--- src/design/mtst_pkg.sv ---
package mtst_pkg;

    localparam int CAPACITY = 256;
    localparam int ADDR_W   = $clog2(CAPACITY);
    localparam int CNT_W    = $clog2(CAPACITY + 1);

    // command codes; code 3 decodes as a read
    localparam logic [1:0] CMD_TOGGLE = 2'd0;
    localparam logic [1:0] CMD_CLEAR  = 2'd1;
    localparam logic [1:0] CMD_READ   = 2'd2;

    // result status codes
    localparam logic [2:0] ST_INSERTED = 3'd0;
    localparam logic [2:0] ST_REMOVED  = 3'd1;
    localparam logic [2:0] ST_FULL     = 3'd2;
    localparam logic [2:0] ST_CLEARED  = 3'd3;
    localparam logic [2:0] ST_READ_OK  = 3'd4;
    localparam logic [2:0] ST_RANGE    = 3'd5;

    // read pointer operations
    localparam logic [2:0] PTR_HOLD  = 3'd0;
    localparam logic [2:0] PTR_ZERO  = 3'd1;
    localparam logic [2:0] PTR_INC   = 3'd2;
    localparam logic [2:0] PTR_INDEX = 3'd3;
    localparam logic [2:0] PTR_LAST  = 3'd4;

    // table write operations
    localparam logic [1:0] WR_NONE   = 2'd0;
    localparam logic [1:0] WR_APPEND = 2'd1;
    localparam logic [1:0] WR_MOVE   = 2'd2;

    typedef struct packed {
        logic [1:0]         cmd;
        logic signed [15:0] col;
        logic signed [15:0] row;
        logic               half;
        logic [7:0]         glyph;
        logic [7:0]         index;
    } t_in;

    typedef struct packed {
        logic [2:0]         status;
        logic [CNT_W-1:0]   live_count;
        logic signed [15:0] out_col;
        logic signed [15:0] out_row;
        logic               out_half;
        logic [7:0]         out_glyph;
    } t_out;

    typedef struct packed {
        logic [15:0] col;
        logic [15:0] row;
        logic        half;
        logic [7:0]  glyph;
    } t_entry;

    localparam int ENTRY_W = $bits(t_entry);

    // controller -> datapath
    typedef struct packed {
        logic       load;
        logic [2:0] ptr_op;
        logic       mark_hit;
        logic [1:0] wr_op;
        logic       clear;
        logic       emit;
        logic [2:0] status;
    } t_dp_cmd;

    // datapath -> controller
    typedef struct packed {
        logic [1:0] cmd;
        logic       match;
        logic       at_last;
        logic       empty;
        logic       full;
        logic       idx_ok;
    } t_dp_stat;

endpackage

--- src/design/mtst_ctrl.sv ---
module mtst_ctrl (
    input  logic               i_clk,
    input  logic               i_rst_n,
    input  logic               start,
    output logic               busy,
    input  mtst_pkg::t_dp_stat i_stat,
    output mtst_pkg::t_dp_cmd  o_cmd
);
    import mtst_pkg::*;

    localparam logic [2:0] S_IDLE     = 3'd0;
    localparam logic [2:0] S_DISPATCH = 3'd1;
    localparam logic [2:0] S_SCAN     = 3'd2;
    localparam logic [2:0] S_MOVE     = 3'd3;
    localparam logic [2:0] S_RD_WAIT  = 3'd4;

    logic [2:0] r_state, n_state;

    always_comb begin
        n_state = r_state;
        o_cmd   = '0;
        case (r_state)
            S_IDLE: begin
                if (start) begin
                    o_cmd.load = 1'b1;
                    n_state    = S_DISPATCH;
                end
            end
            S_DISPATCH: begin
                case (i_stat.cmd)
                    CMD_TOGGLE: begin
                        if (i_stat.empty) begin
                            o_cmd.wr_op  = WR_APPEND;
                            o_cmd.emit   = 1'b1;
                            o_cmd.status = ST_INSERTED;
                            n_state      = S_IDLE;
                        end else begin
                            o_cmd.ptr_op = PTR_ZERO;
                            n_state      = S_SCAN;
                        end
                    end
                    CMD_CLEAR: begin
                        o_cmd.clear  = 1'b1;
                        o_cmd.emit   = 1'b1;
                        o_cmd.status = ST_CLEARED;
                        n_state      = S_IDLE;
                    end
                    default: begin
                        if (i_stat.idx_ok) begin
                            o_cmd.ptr_op = PTR_INDEX;
                            n_state      = S_RD_WAIT;
                        end else begin
                            o_cmd.emit   = 1'b1;
                            o_cmd.status = ST_RANGE;
                            n_state      = S_IDLE;
                        end
                    end
                endcase
            end
            S_SCAN: begin
                if (i_stat.match) begin
                    // hit: fetch the last entry to fill the hole
                    o_cmd.mark_hit = 1'b1;
                    o_cmd.ptr_op   = PTR_LAST;
                    n_state        = S_MOVE;
                end else if (i_stat.at_last) begin
                    o_cmd.emit = 1'b1;
                    n_state    = S_IDLE;
                    if (i_stat.full) begin
                        o_cmd.status = ST_FULL;
                    end else begin
                        o_cmd.wr_op  = WR_APPEND;
                        o_cmd.status = ST_INSERTED;
                    end
                end else begin
                    o_cmd.ptr_op = PTR_INC;
                end
            end
            S_MOVE: begin
                o_cmd.wr_op  = WR_MOVE;
                o_cmd.emit   = 1'b1;
                o_cmd.status = ST_REMOVED;
                n_state      = S_IDLE;
            end
            S_RD_WAIT: begin
                o_cmd.emit   = 1'b1;
                o_cmd.status = ST_READ_OK;
                n_state      = S_IDLE;
            end
            default: begin
                n_state = S_IDLE;
            end
        endcase
    end

    always_ff @(posedge i_clk) begin
        if (!i_rst_n) begin
            r_state <= S_IDLE;
        end else begin
            r_state <= n_state;
        end
    end

    assign busy = (r_state != S_IDLE);

endmodule

--- config.mk ---
export PLATFORM = sky130hd
export DESIGN_NAME = mtst_ctrl
export DESIGN_NICKNAME = d
export VERILOG_FILES = /design/src/design/mtst_pkg.sv /design/src/design/mtst_ctrl.sv
export SDC_FILE = /design/constraint.sdc
export NUM_CORES = 1
export LEC_CHECK = 0
export BUFFER_PORTS_ARGS = -buffer_cell sky130_fd_sc_hd__buf_2
export CAP_MARGIN = 10
export CORE_AREA = 2 2 39 41
export CTS_CLUSTER_DIAMETER = 40
export DETAILED_ROUTE_END_ITERATION = 8
export DIE_AREA = 0 0 41 43
export GPL_TIMING_DRIVEN = 0
export MAX_ROUTING_LAYER = met4
export PLACE_DENSITY = 0.51
export SLEW_MARGIN = 10
export SYNTH_ARGS = -nofsm -noshare
export SYNTH_HDL_FRONTEND = slang
export SYNTH_SLANG_ARGS = --single-unit
--- constraint.sdc ---
create_clock -name i_clk -period 1.5 [get_ports i_clk]
set_input_delay 0.15 -clock i_clk [delete_from_list [all_inputs] [get_ports i_clk]]
set_output_delay 0.15 -clock i_clk [all_outputs]
set_load 0.01 [all_outputs]
# Word-level counts from Yosys, hierarchy flattened
# Cells that the tools add are included.
[totals]
word_cells = 44
regBits = 3
output_inout_bits = 13
input_bits = 10
[classes]
muxes = 32
n_eq_ne = 7
n_reduce_logical = 4
[op_table]
columns = ["operator", "n"]
rows = [
  ["$mux W4", 4],
  ["$pmux W4 S4", 1],
  ["$mux W3", 5],
  ["$pmux W3 S2", 2],
  ["$mux W1", 11],
  ["$mux W2", 5],
  ["$pmux W3 S3", 1],
  ["$pmux W4 S2", 1],
  ["$eq A3 B2 Y1 const B", 2],
  ["$pmux W2 S3", 1],
  ["$pmux W2 S2", 1],
  ["$eq A3 B1 Y1 const B", 1],
  ["$eq A3 B3 Y1 const B", 1],
  ["$logic_not A3 Y1", 1],
  ["$ne A3 B3 Y1 const B", 1],
  ["$reduce_bool A3 Y1", 1],
  ["$eq A2 B1 Y1 const B", 1],
  ["$logic_not A2 Y1", 1],
  ["$ne A2 B2 Y1 const B", 1],
  ["$reduce_and A2 Y1", 1],
]

# Longest topological paths before layout
# Gate-level depths: netlist of the first run.
[depth]
depth_word = 4
mapped_depth = 4
mapped_depth_nobuf = 3

# Worst setup path before layout of the first run
# Ideal clock, no wire load.
[synth_timing]
kind = "register to output"
from = "register r_state[0]"
to = "output o_cmd[1] (netlist name)"
path_buffers = 1
path_stages_with_launch = 5
required_time_ps = 1350
path_slack_ps = 100
arrival_ps = 1250
cell_sequence = "dfxtp_1 > buf_4 > or3b_1 > nor3b_2 > a41o_1"
[synth_rtl]
columns = ["item", "line_no", "rtl"]
rows = [
  ["start: declaration", "mtst_ctrl.sv:17", "logic [2:0] r_state, n_state;"],
  ["start signal: assignment", "mtst_ctrl.sv:100", "r_state <= n_state;"],
  ["end: declaration", "mtst_ctrl.sv:7", "output mtst_pkg::t_dp_cmd o_cmd"],
]

==> impl_metrics.csv, run 1 <==
group,metric,value,unit
outcome,status,"complete, but fails checks",
outcome,failed_checks,"setup timing",
cells_and_area,drive_above_1_share,50.00,%
grt,antenna_found_initial,0,
grt,grt_util_all_layers,13.17,%
grt,grt_overflow_total,0,
clock_network,ctsHtreeMaxLevel,1,
drt,number_of_drc_violations_after_detailed_routing_iteration_0,10,
place,buffer_ports.inserted,22,
critical_path,timing.critical_path.fanout_max,5,
timing,tightestPinTransition,0.3302,ns
timing,rsz0062_at_grt,"true",
yosys,synth.cell_area,317.8,um2
power,cellPowerDensity,598.0,mW/mm2
clock_network,cts_made_buffers,3,
timing,hold_ws,0.1689,ns
drt,num_vias,443,
critical_path,worst_r2r_startpoint,"r_state[1]",
place,hpwlAfterDp,741.7,um
grt,maximum_number_of_pins_on_one_net_before_global_route_repair,11,
clock_network,cts_max_path_buffers,2,
floorplan,ios,23,
timing,post-route-period-util,110.1,%
clock_network,cts_tree,"done",
critical_path,setup.worst_path.start_class,"flop",
power,cell_internal_pwr,0.2303,mW
floorplan,starting_density,22.97,%
power,power_leakage,0.2935,nW
power,netSwitchingFraction,28.08,%
grt,gr-usage-met3,3.141,%
drt,drtPass1Iterations,2,
floorplan,placement_rows,14,
power,irDropWorstVdd,0.0002863,V
grt,grt.met1_usage,16.08,%
cells_and_area,layout-area-overhead-vs-synth,68.50,%
drt,detail_routed_net_length_per_standard_cell,10.86,um
grt,grt.busiest_layer,"met2",
grt,grt_first_pass_wirelength,1511,um
yosys,synthesis.nets,57,
clock_network,clk_transition_reported_paths,0.03,ns
min_path,hp-class,"primary input to flop",
timing,hold_violations,0,
power,sequentialPowerShare,26.9,%
floorplan,core_area,0.001384,mm2
drt,routed_wl,1021,um
drt,drcViolationCount,0,
timing,maximum_clock_frequency,0.6055,GHz
clock_network,clkLatencyLatePin,0.23,ns
timing,maxSlewHeadroom,77.82,%
timing,timing.clock.skew,0.0008664,ns
yosys,syn_inst,47,
power,clkPwrFrac,43.0,%
critical_path,worst_setup_path_end_kind,"primary output",
grt,grt_util_met2,17.81,%
place,globalplace.congestion,0.7033,
cells_and_area,leading_registers_by_flop_count,"r_state x3",
grt,grt_pass1_vias,385,
power,combPwrFrac,30.1,%
yosys,synth_warnings,0,
timing,timing.final.crit_period,1.652,ns
cells_and_area,finish.net_count,89,
critical_path,required,1.35,ns
clock_network,cts_num_sinks,3,
drt,antenna_left,0,
floorplan,die_w,41,um
cells_and_area,largest_register_ffs,3,
cells_and_area,regMostFlops,"r_state",
timing,post_route_worst_setup_slack,-0.1516,ns
critical_path,worstPathArrival,1.50,ns
power,power_switching,0.08992,mW
drt,drt-vias-per-instance,4.713,
critical_path,timing.setup.critical_path_class,"flop to primary output",
floorplan,fp.dieH,43,um
critical_path,setup.worst_path.start,"r_state[0]",
timing,timing.final.max_slew_violations,0,
yosys,yosysUniqueCellTypes,23,
floorplan,die_area,0.001763,mm2
yosys,seq_area_frac_synth,18.90,%
job,maxCapViolations,0,
min_path,timing.hold.worst.start,"i_rst_n",
clock_network,cts_root_buffer,"sky130_fd_sc_hd__clkbuf_4",
cells_and_area,antenna_cells,0,
yosys,synth-seq-cells,3,
clock_network,hold_buffers,0,
yosys,synthesis.area_per_instance,6.762,um2
timing,final_setup_vio_count,5,
place,pre_cts_slack,0.03492,ns
synthesized netlist by cell type:
cell / instances / area [um2]
sky130_fd_sc_hd__clkbuf_1: 1 / 3.750
sky130_fd_sc_hd__or3b_1: 2 / 17.52
sky130_fd_sc_hd__nor2b_1: 1 / 6.260
sky130_fd_sc_hd__nor3b_2: 1 / 12.51
sky130_fd_sc_hd__nand2_1: 5 / 18.77
sky130_fd_sc_hd__nor3b_1: 2 / 15.01
sky130_fd_sc_hd__mux2i_1: 2 / 20.02
sky130_fd_sc_hd__nand4b_1: 1 / 8.760
sky130_fd_sc_hd__nand4_1: 1 / 6.260
sky130_fd_sc_hd__nand3_1: 4 / 20.02
sky130_fd_sc_hd__or4_1: 1 / 7.510
sky130_fd_sc_hd__or2b_1: 1 / 7.510
sky130_fd_sc_hd__buf_4: 1 / 7.510
sky130_fd_sc_hd__or3_1: 1 / 6.260
sky130_fd_sc_hd__nor3_1: 1 / 5.000
sky130_fd_sc_hd__a41o_1: 1 / 10.01
sky130_fd_sc_hd__nor2_1: 7 / 26.28
sky130_fd_sc_hd__inv_1: 2 / 7.510
sky130_fd_sc_hd__a21oi_1: 3 / 15.01
sky130_fd_sc_hd__dfxtp_1: 3 / 60.06
sky130_fd_sc_hd__o21ai_0: 2 / 10.01
sky130_fd_sc_hd__and3_1: 3 / 18.77
sky130_fd_sc_hd__o211ai_1: 1 / 7.510
per-layer routing:
layer | share of wire (%) | up-vias
met2 | 49 | 9
met1 | 44 | 198
met5 | 0 | -
met4 | 0.98 | 0
li1 | - | 234
met3 | 5.2 | 2
worst max-delay path, cell delays in order, from the launching register on:
cell                      delay [ns]
sky130_fd_sc_hd__dfxtp_2        0.33
sky130_fd_sc_hd__buf_6          0.11
sky130_fd_sc_hd__or3b_4         0.39
sky130_fd_sc_hd__nor3b_4        0.21
sky130_fd_sc_hd__a41o_1         0.11
sky130_fd_sc_hd__buf_2          0.12
through the flow:
step	setup TNS (ns)	utilization (%)	instances	instance area (um2)	power [mW]
finish	-0.4221	38.70	94	535.5	0.3202
CTS	-0.5166	37.88	93	524.3	0.3240
floorplan	0	-	47	317.8	0.1293
detailed placement	0	32.37	85	447.9	0.1663
global route	-0.7411	38.70	94	535.5	0.3437
global placement	0	32.37	85	447.9	0.1660
power groups by stage:
stage	combinational [mW]	sequential, mW	clock (mW)
6_report	0.0965	0.0861	0.138
5_1_grt	0.106	0.0861	0.151
4_1_cts	0.0925	0.0859	0.146
3_5_place_dp	0.0809	0.0854	0
3_3_place_gp	0.0806	0.0853	0
2_1_floorplan	0.0442	0.0850	0
placed cells by master, fill, tap and decap left out, types with 2 or more instances in the layout:
cell type                   n
sky130_fd_sc_hd__a21oi_1    3
sky130_fd_sc_hd__and3_1     3
sky130_fd_sc_hd__buf_2     23
sky130_fd_sc_hd__buf_4      4
sky130_fd_sc_hd__clkbuf_4   3
sky130_fd_sc_hd__dfxtp_2    2
sky130_fd_sc_hd__mux2i_1    2
sky130_fd_sc_hd__nand2_1    5
sky130_fd_sc_hd__nand3_1    4
sky130_fd_sc_hd__nor2_1     6
sky130_fd_sc_hd__o21ai_0    2
worst paths after layout:
kind | slack, ns | endpoint | depth (start not counted)
max reg2reg | 0.47 | r_state[1] | 4
min reg2reg | 0.64 | r_state[0] | 4
min | 0.17 | r_state[0] | 3
max | -0.15 | o_cmd[1] | 5
final cells by class:
class | count | area [um2]
Buffer | 2 | 16.27
Clock buffer | 4 | 26.28
Fill cell | 155 | 848.3
Inverter | 2 | 10.01
Multi-Input combinational cell | 40 | 255.2
Sequential cell | 3 | 62.56
Tap cell | 16 | 20.02
Timing Repair Buffer | 27 | 145.1
logic make-up (layout without fill, tap and decap cells):
family	Yosys count	count (layout)	share of synthesized area [%]
compound gates	7	7	13.39
buf+inv	4	35	5.906
flops	3	3	18.90
mux	2	2	6.299
simple gates	31	31	55.52
timing repair:
item | 4_1_cts | 5_1_grt
pin swaps | 3 | 0
buffers inserted | 3 | 1
setup endpoints to repair | 6 | 8
resized for setup | 8 | 3
cloned | 1 | 0
Note: power is estimated with default switching activity, not from simulation.
==> run 2: changes to the inputs <==
--- a/config.mk
+++ b/config.mk
@@ -14,6 +14,7 @@
 export GPL_TIMING_DRIVEN = 0
 export MAX_ROUTING_LAYER = met4
 export PLACE_DENSITY = 0.51
+export REMOVE_ABC_BUFFERS = 1
 export SLEW_MARGIN = 10
 export SYNTH_ARGS = -nofsm -noshare
 export SYNTH_HDL_FRONTEND = slang
==> run 2 against run 1 <==
Net effect:
- the flow still finishes with violations (setup timing)
- cell count decreased by 1.1%
- clock skew increased by 0.0019 ns
- power decreased by 2.7%
- non-clock buffer count decreased by 1
- register-to-register slack improved by 0.03 ns
- via count increased by 5.9%
- combinational power decreased by 9.6%
- design area increased by 0.70%
- setup slack improved by 0.078 ns
- sequential share of layout area increased by 1.5 points
- global-route usage increased by 1.4 points
- critical endpoint unchanged
- largest power group unchanged
- highest routed layer is now met3
==> impl_metrics.csv, run 2 (synthesized netlist as in run 1, its figures left out) <==
group,metric,value,unit
place,buffer_ports.inserted,22,
place,hpwlAfterDp,710.6,um
timing,hold_ws,0.1604,ns
outcome,status,"complete, but fails checks",
power,power_leakage,0.2910,nW
drt,routed_wl,1008,um
cells_and_area,layout_commonest_cell,"sky130_fd_sc_hd__buf_2",
place,cell_count_after_placement,83,
drt,num_vias,469,
critical_path,setup.worst_path.start,"r_state[0]",
floorplan,placement_rows,14,
timing,rsz0062_at_grt,"true",
drt,met3WireLength,67,um
timing,timing.final.max_slew_violations,0,
critical_path,worst_r2r_path_depth,4,
floorplan,ios,23,
grt,grt_util_all_layers,14.61,%
cells_and_area,antenna_cells,0,
critical_path,worstPathArrival,1.42,ns
timing,hold_violations,0,
drt,detail_routed_net_length_per_standard_cell,10.84,um
clock_network,cts_num_sinks,3,
timing,tns,-0.1826,ns
clock_network,cts_root_buffer,"sky130_fd_sc_hd__clkbuf_4",
critical_path,setup.worst_path.start_class,"flop",
clock_network,cts_tree,"done",
drt,antenna_left,0,
cells_and_area,largest_register_ffs,3,
power,totalPowerFinal,0.3115,mW
drt,m1WireLength,426,um
cells_and_area,regMostFlops,"r_state",
drt,topRoutingLayerUsed,"met3",
grt,grt_pass1_vias,401,
critical_path,required,1.35,ns
timing,post_route_worst_setup_slack,-0.07335,ns
grt,antenna_found_initial,0,
cells_and_area,finish.net_count,88,
critical_path,worstReg2RegEnd,"r_state[1]",
drt,number_of_drc_violations_after_detailed_routing_iteration_0,8,
clock_network,hold_buffers,0,
critical_path,r2r_slack,0.50,ns
timing,tightestPinTransition,0.4229,ns
cells_and_area,stdcell_count,93,
timing,final_setup_vio_count,5,
drt,drcViolationCount,0,
floorplan,starting_density,22.97,%
grt,grt_overflow_total,0,
critical_path,endpoint,"o_cmd[1]",
clock_network,clkLatencyLatePin,0.23,ns
critical_path,worst_r2r_startpoint,"r_state[1]",
critical_path,worst_setup_path_end_kind,"primary output",
power,cellPowerDensity,577.6,mW/mm2
cells_and_area,leading_registers_by_flop_count,"r_state x3",
timing,maxSlewHeadroom,71.70,%
critical_path,timing.critical_path.fanout_max,8,
cells_and_area,final_util,38.97,%
timing,timing.final.crit_period,1.573,ns
clock_network,ctsHtreeMaxLevel,1,
floorplan,fp.dieH,43,um
critical_path,timing.setup.critical_path_class,"flop to primary output",
timing,maximum_clock_frequency,0.6356,GHz
clock_network,cts_max_path_buffers,2,
floorplan,core_area,0.001384,mm2
outcome,failed_checks,"setup timing",
drt,drtPass1Iterations,4,
grt,grt_first_pass_wirelength,1718,um
drt,met2_length,513,um
drt,drt-vias-per-instance,5.043,
clock_network,clk_transition_reported_paths,0.04,ns
floorplan,die_area,0.001763,mm2
power,irDropWorstVdd,0.0003024,V
cells_and_area,layout-area-overhead-vs-synth,69.68,%
floorplan,die_w,41,um
timing,timing.clock.skew,0.002816,ns
min_path,hp-class,"primary input to flop",
grt,maximum_number_of_pins_on_one_net_before_global_route_repair,9,
cells_and_area,layout_common_cells,"sky130_fd_sc_hd__buf_2, sky130_fd_sc_hd__nor2_1, sky130_fd_sc_hd__buf_4, sky130_fd_sc_hd__nand2_1, sky130_fd_sc_hd__nand3_1",
job,maxCapViolations,0,
clock_network,cts_made_buffers,3,
cells_and_area,drive_above_1_share,50.65,%
timing,post-route-period-util,104.9,%
place,globalplace.congestion,0.7082,
run 2: metal layers:
metal / track usage, % / vias to the layer above
met4: 8.000 / 0
met5: - / -
met2: 19.06 / 14
met1: 20.26 / 217
met3: 3.141 / 0
li1: - / 238
run 2: worst min-delay path by stage:
stage                        from          to  slack (ns)  depth (start not counted)
final                     i_rst_n  r_state[0]        0.16                          3
after global routing      i_rst_n  r_state[2]        0.17                          3
after CTS                 i_rst_n  r_state[0]        0.15                          3
after detailed placement  i_rst_n  r_state[0]        0.41                          3
after global placement    i_rst_n  r_state[0]        0.41                          3
after floorplan           i_rst_n  r_state[0]        0.26                          2
run 2: final cells by class:
cell class	count	area, um2
fill	156	844.6
tap	16	20.02
inverter	2	10.01
sequential	3	71.32
timing repair buffer	28	155.1
multi-input combinational	40	256.5
clock buffer	4	26.28
run 2: where the power goes:
part	internal, mW	switching (mW)
combinational	0.0425	0.0447
sequential	0.0793	0.00417
clock	0.0996	0.0411
run 2: worst max-delay path, cell delays in order, from the launching register on:
cell,delay [ns]
sky130_fd_sc_hd__dfxtp_4,0.37
sky130_fd_sc_hd__or3b_4,0.40
sky130_fd_sc_hd__nor3b_4,0.20
sky130_fd_sc_hd__a41o_1,0.11
sky130_fd_sc_hd__buf_2,0.12
run 2: stage by stage:
step	instance area [um2]	setup slack, ns
2_1_floorplan	306.5	0.03052
3_3_place_gp	436.7	-0.1951
3_5_place_dp	436.7	-0.1883
4_1_cts	535.5	-0.09499
5_1_grt	539.3	-0.1566
6_report	539.3	-0.07335
run 2: what timing repair did:
item / CTS / global route
setup endpoints to repair: 6 / 8
gates resized for setup: 11 / 1
setup buffers: 6 / 0
pin swaps: 4 / 0
==> run 3: changes to the inputs <==
--- a/config.mk
+++ b/config.mk
@@ -13,7 +13,6 @@
 export DIE_AREA = 0 0 41 43
 export GPL_TIMING_DRIVEN = 0
 export MAX_ROUTING_LAYER = met4
-export PLACE_DENSITY = 0.51
 export REMOVE_ABC_BUFFERS = 1
 export SLEW_MARGIN = 10
 export SYNTH_ARGS = -nofsm -noshare
==> run 3 against run 2 <==
Net effect:
- the run still ends with setup timing left
- flip-flop and latch count did not move
- via count down 1.5%
- non-clock buffer count grew 1
- count of clock-buffer cells in the layout is the same
- global-route usage down 1.5 points
==> impl_metrics.csv, run 3 (synthesized netlist as in run 1, its figures left out) <==
group,metric,value,unit
outcome,status,"complete, but fails checks",
outcome,failed_checks,"setup timing",
cells_and_area,stdcell_count,94,
drt,antenna_left,0,
place,buffer_ports.inserted,22,
grt,grt_overflow_total,0,
drt,drcViolationCount,0,
cells_and_area,area.sequential,71.32,um2
grt,grt_pass1_vias,404,
power,cellPowerDensity,571.4,mW/mm2
floorplan,ios,23,
critical_path,timing.setup.critical_path_class,"flop to primary output",
timing,rsz0062_at_grt,"true",
floorplan,die_area,0.001763,mm2
floorplan,fp.dieH,43,um
cells_and_area,final_util,39.96,%
timing,post-route-period-util,105.7,%
drt,drt-vias-per-instance,4.915,
power,power_leakage,0.2955,nW
clock_network,cts_num_sinks,3,
timing,final_setup_vio_count,4,
timing,maxSlewHeadroom,77.53,%
drt,routed_wl,988,um
cells_and_area,finish.net_count,89,
drt,topRoutingLayerUsed,"met4",
timing,maximum_clock_frequency,0.6305,GHz
cells_and_area,multi_input_comb_area,259.0,um2
cells_and_area,layout-area-overhead-vs-synth,74.02,%
power,totalPowerFinal,0.3160,mW
floorplan,placement_rows,14,
grt,grt_util_all_layers,13.14,%
timing,timing.final.max_slew_violations,0,
clock_network,cts_made_buffers,3,
clock_network,clk_transition_reported_paths,0.04,ns
cells_and_area,regMostFlops,"r_state",
floorplan,core_area,0.001384,mm2
job,maxCapViolations,0,
clock_network,ctsHtreeMaxLevel,1,
place,cell_count_after_placement,83,
drt,m1WireLength,406,um
timing,tns,-0.1616,ns
critical_path,cpLargestDelayFamily,"simple AND/OR/NAND/NOR gates",
timing,timing.final.crit_period,1.586,ns
drt,met2_length,514,um
cells_and_area,layout_common_cells,"sky130_fd_sc_hd__buf_2, sky130_fd_sc_hd__nor2_1, sky130_fd_sc_hd__buf_4, sky130_fd_sc_hd__nand2_1, sky130_fd_sc_hd__nand3_1",
critical_path,worst_setup_path_end_kind,"primary output",
place,hpwlAfterDp,681,um
grt,grt_first_pass_wirelength,1545,um
cells_and_area,layout_commonest_cell,"sky130_fd_sc_hd__buf_2",
grt,antenna_found_initial,0,
critical_path,cp_peak_stage_delay,0.41,ns
cells_and_area,antenna_cells,0,
grt,maximum_number_of_pins_on_one_net_before_global_route_repair,9,
cells_and_area,drive_above_1_share,52.56,%
floorplan,starting_density,22.97,%
drt,num_vias,462,
power,irDropWorstVdd,0.0003746,V
drt,detail_routed_net_length_per_standard_cell,10.51,um
drt,number_of_drc_violations_after_detailed_routing_iteration_0,2,
timing,timing.clock.skew,0.001665,ns
floorplan,die_w,41,um
critical_path,r2r_slack,0.52,ns
min_path,hp-class,"primary input to flop",
drt,met3WireLength,48,um
place,globalplace.congestion,0.7399,
timing,hold_ws,0.1593,ns
critical_path,cp_cell_sequence,"or3b_4 > nor3b_4 > a41o_1 > buf_2",
critical_path,timing.critical_path.fanout_max,7,
drt,drtPass1Iterations,4,
critical_path,required,1.35,ns
critical_path,worstPathArrival,1.44,ns
timing,tightestPinTransition,0.3345,ns
critical_path,critical_path.n_buffers_inverters,1,
clock_network,cts_tree,"done",
critical_path,setup.worst_path.start_class,"flop",
cells_and_area,largest_register_ffs,3,
timing,post_route_worst_setup_slack,-0.08598,ns
clock_network,cts_max_path_buffers,2,
timing,hold_violations,0,
clock_network,clkLatencyLatePin,0.23,ns
clock_network,hold_buffers,0,
cells_and_area,num-fill-cells,159,
critical_path,crit_slowest_cell,"sky130_fd_sc_hd__or3b_4",
cells_and_area,leading_registers_by_flop_count,"r_state x3",
clock_network,cts_root_buffer,"sky130_fd_sc_hd__clkbuf_4",
## run 3: cell types whose count changed in the layout (fill, tap and decap cells not counted)
cell | previous run | this run
sky130_fd_sc_hd__buf_6 | 0 | 1
sky130_fd_sc_hd__nor2_1 | 7 | 6
sky130_fd_sc_hd__nor2_2 | 0 | 1
## run 3: final timing paths
| path | to | cells after the start | startpoint |
|---|---|---|---|
| min reg2reg | r_state[2] | 3 | r_state[2] |
| max | o_cmd[1] | 4 | r_state[2] |
| max reg2reg | r_state[1] | 4 | r_state[1] |
| min | r_state[2] | 3 | i_rst_n |
## run 3: cell type report
type | count | share of cell area (%)
Clock buffer | 4 | 4.751
Inverter | 2 | 1.810
Multi-Input combinational cell | 40 | 46.83
Sequential cell | 3 | 12.90
Tap cell | 16 | 3.620
Timing Repair Buffer | 29 | 30.09
## run 3: repair_timing
action	CTS	global route
pin swaps	4	1
gates resized for setup	11	5
gates cloned	0	0
endpoints found under the setup margin	6	8
buffers inserted	5	2
## run 3: metrics by stage
stage	cell area, um2	setup WS (ns)
detailed placement	436.7	-0.1591
finish	553.0	-0.08598
floorplan	306.5	0.03052
global placement	436.7	-0.1316
global route	553.0	-0.1604
CTS	518.0	-0.07235
## run 3: per-layer routing
| metal | track usage, % | vias to the layer above |
|---|---|---|
| li1 | - | 232 |
| met1 | 16.29 | 216 |
| met2 | 19.06 | 12 |
| met3 | 0 | 2 |
| met4 | 10.67 | 0 |
| met5 | - | - |
## run 3: power breakdown
part / internal [mW] / switching, mW / leakage, nW
combinational: 0.0461 / 0.0468 / 0.254
sequential: 0.0793 / 0.00423 / 0.0267
clock: 0.0996 / 0.0400 / 0.0150
total: 0.225 / 0.0910 / 0.295
## run 3: tightest hold or removal path, cell delays in order
cell and delay, ns:
sky130_fd_sc_hd__buf_2 0.12, sky130_fd_sc_hd__nand2_1 0.05, sky130_fd_sc_hd__nor2_1 0.03
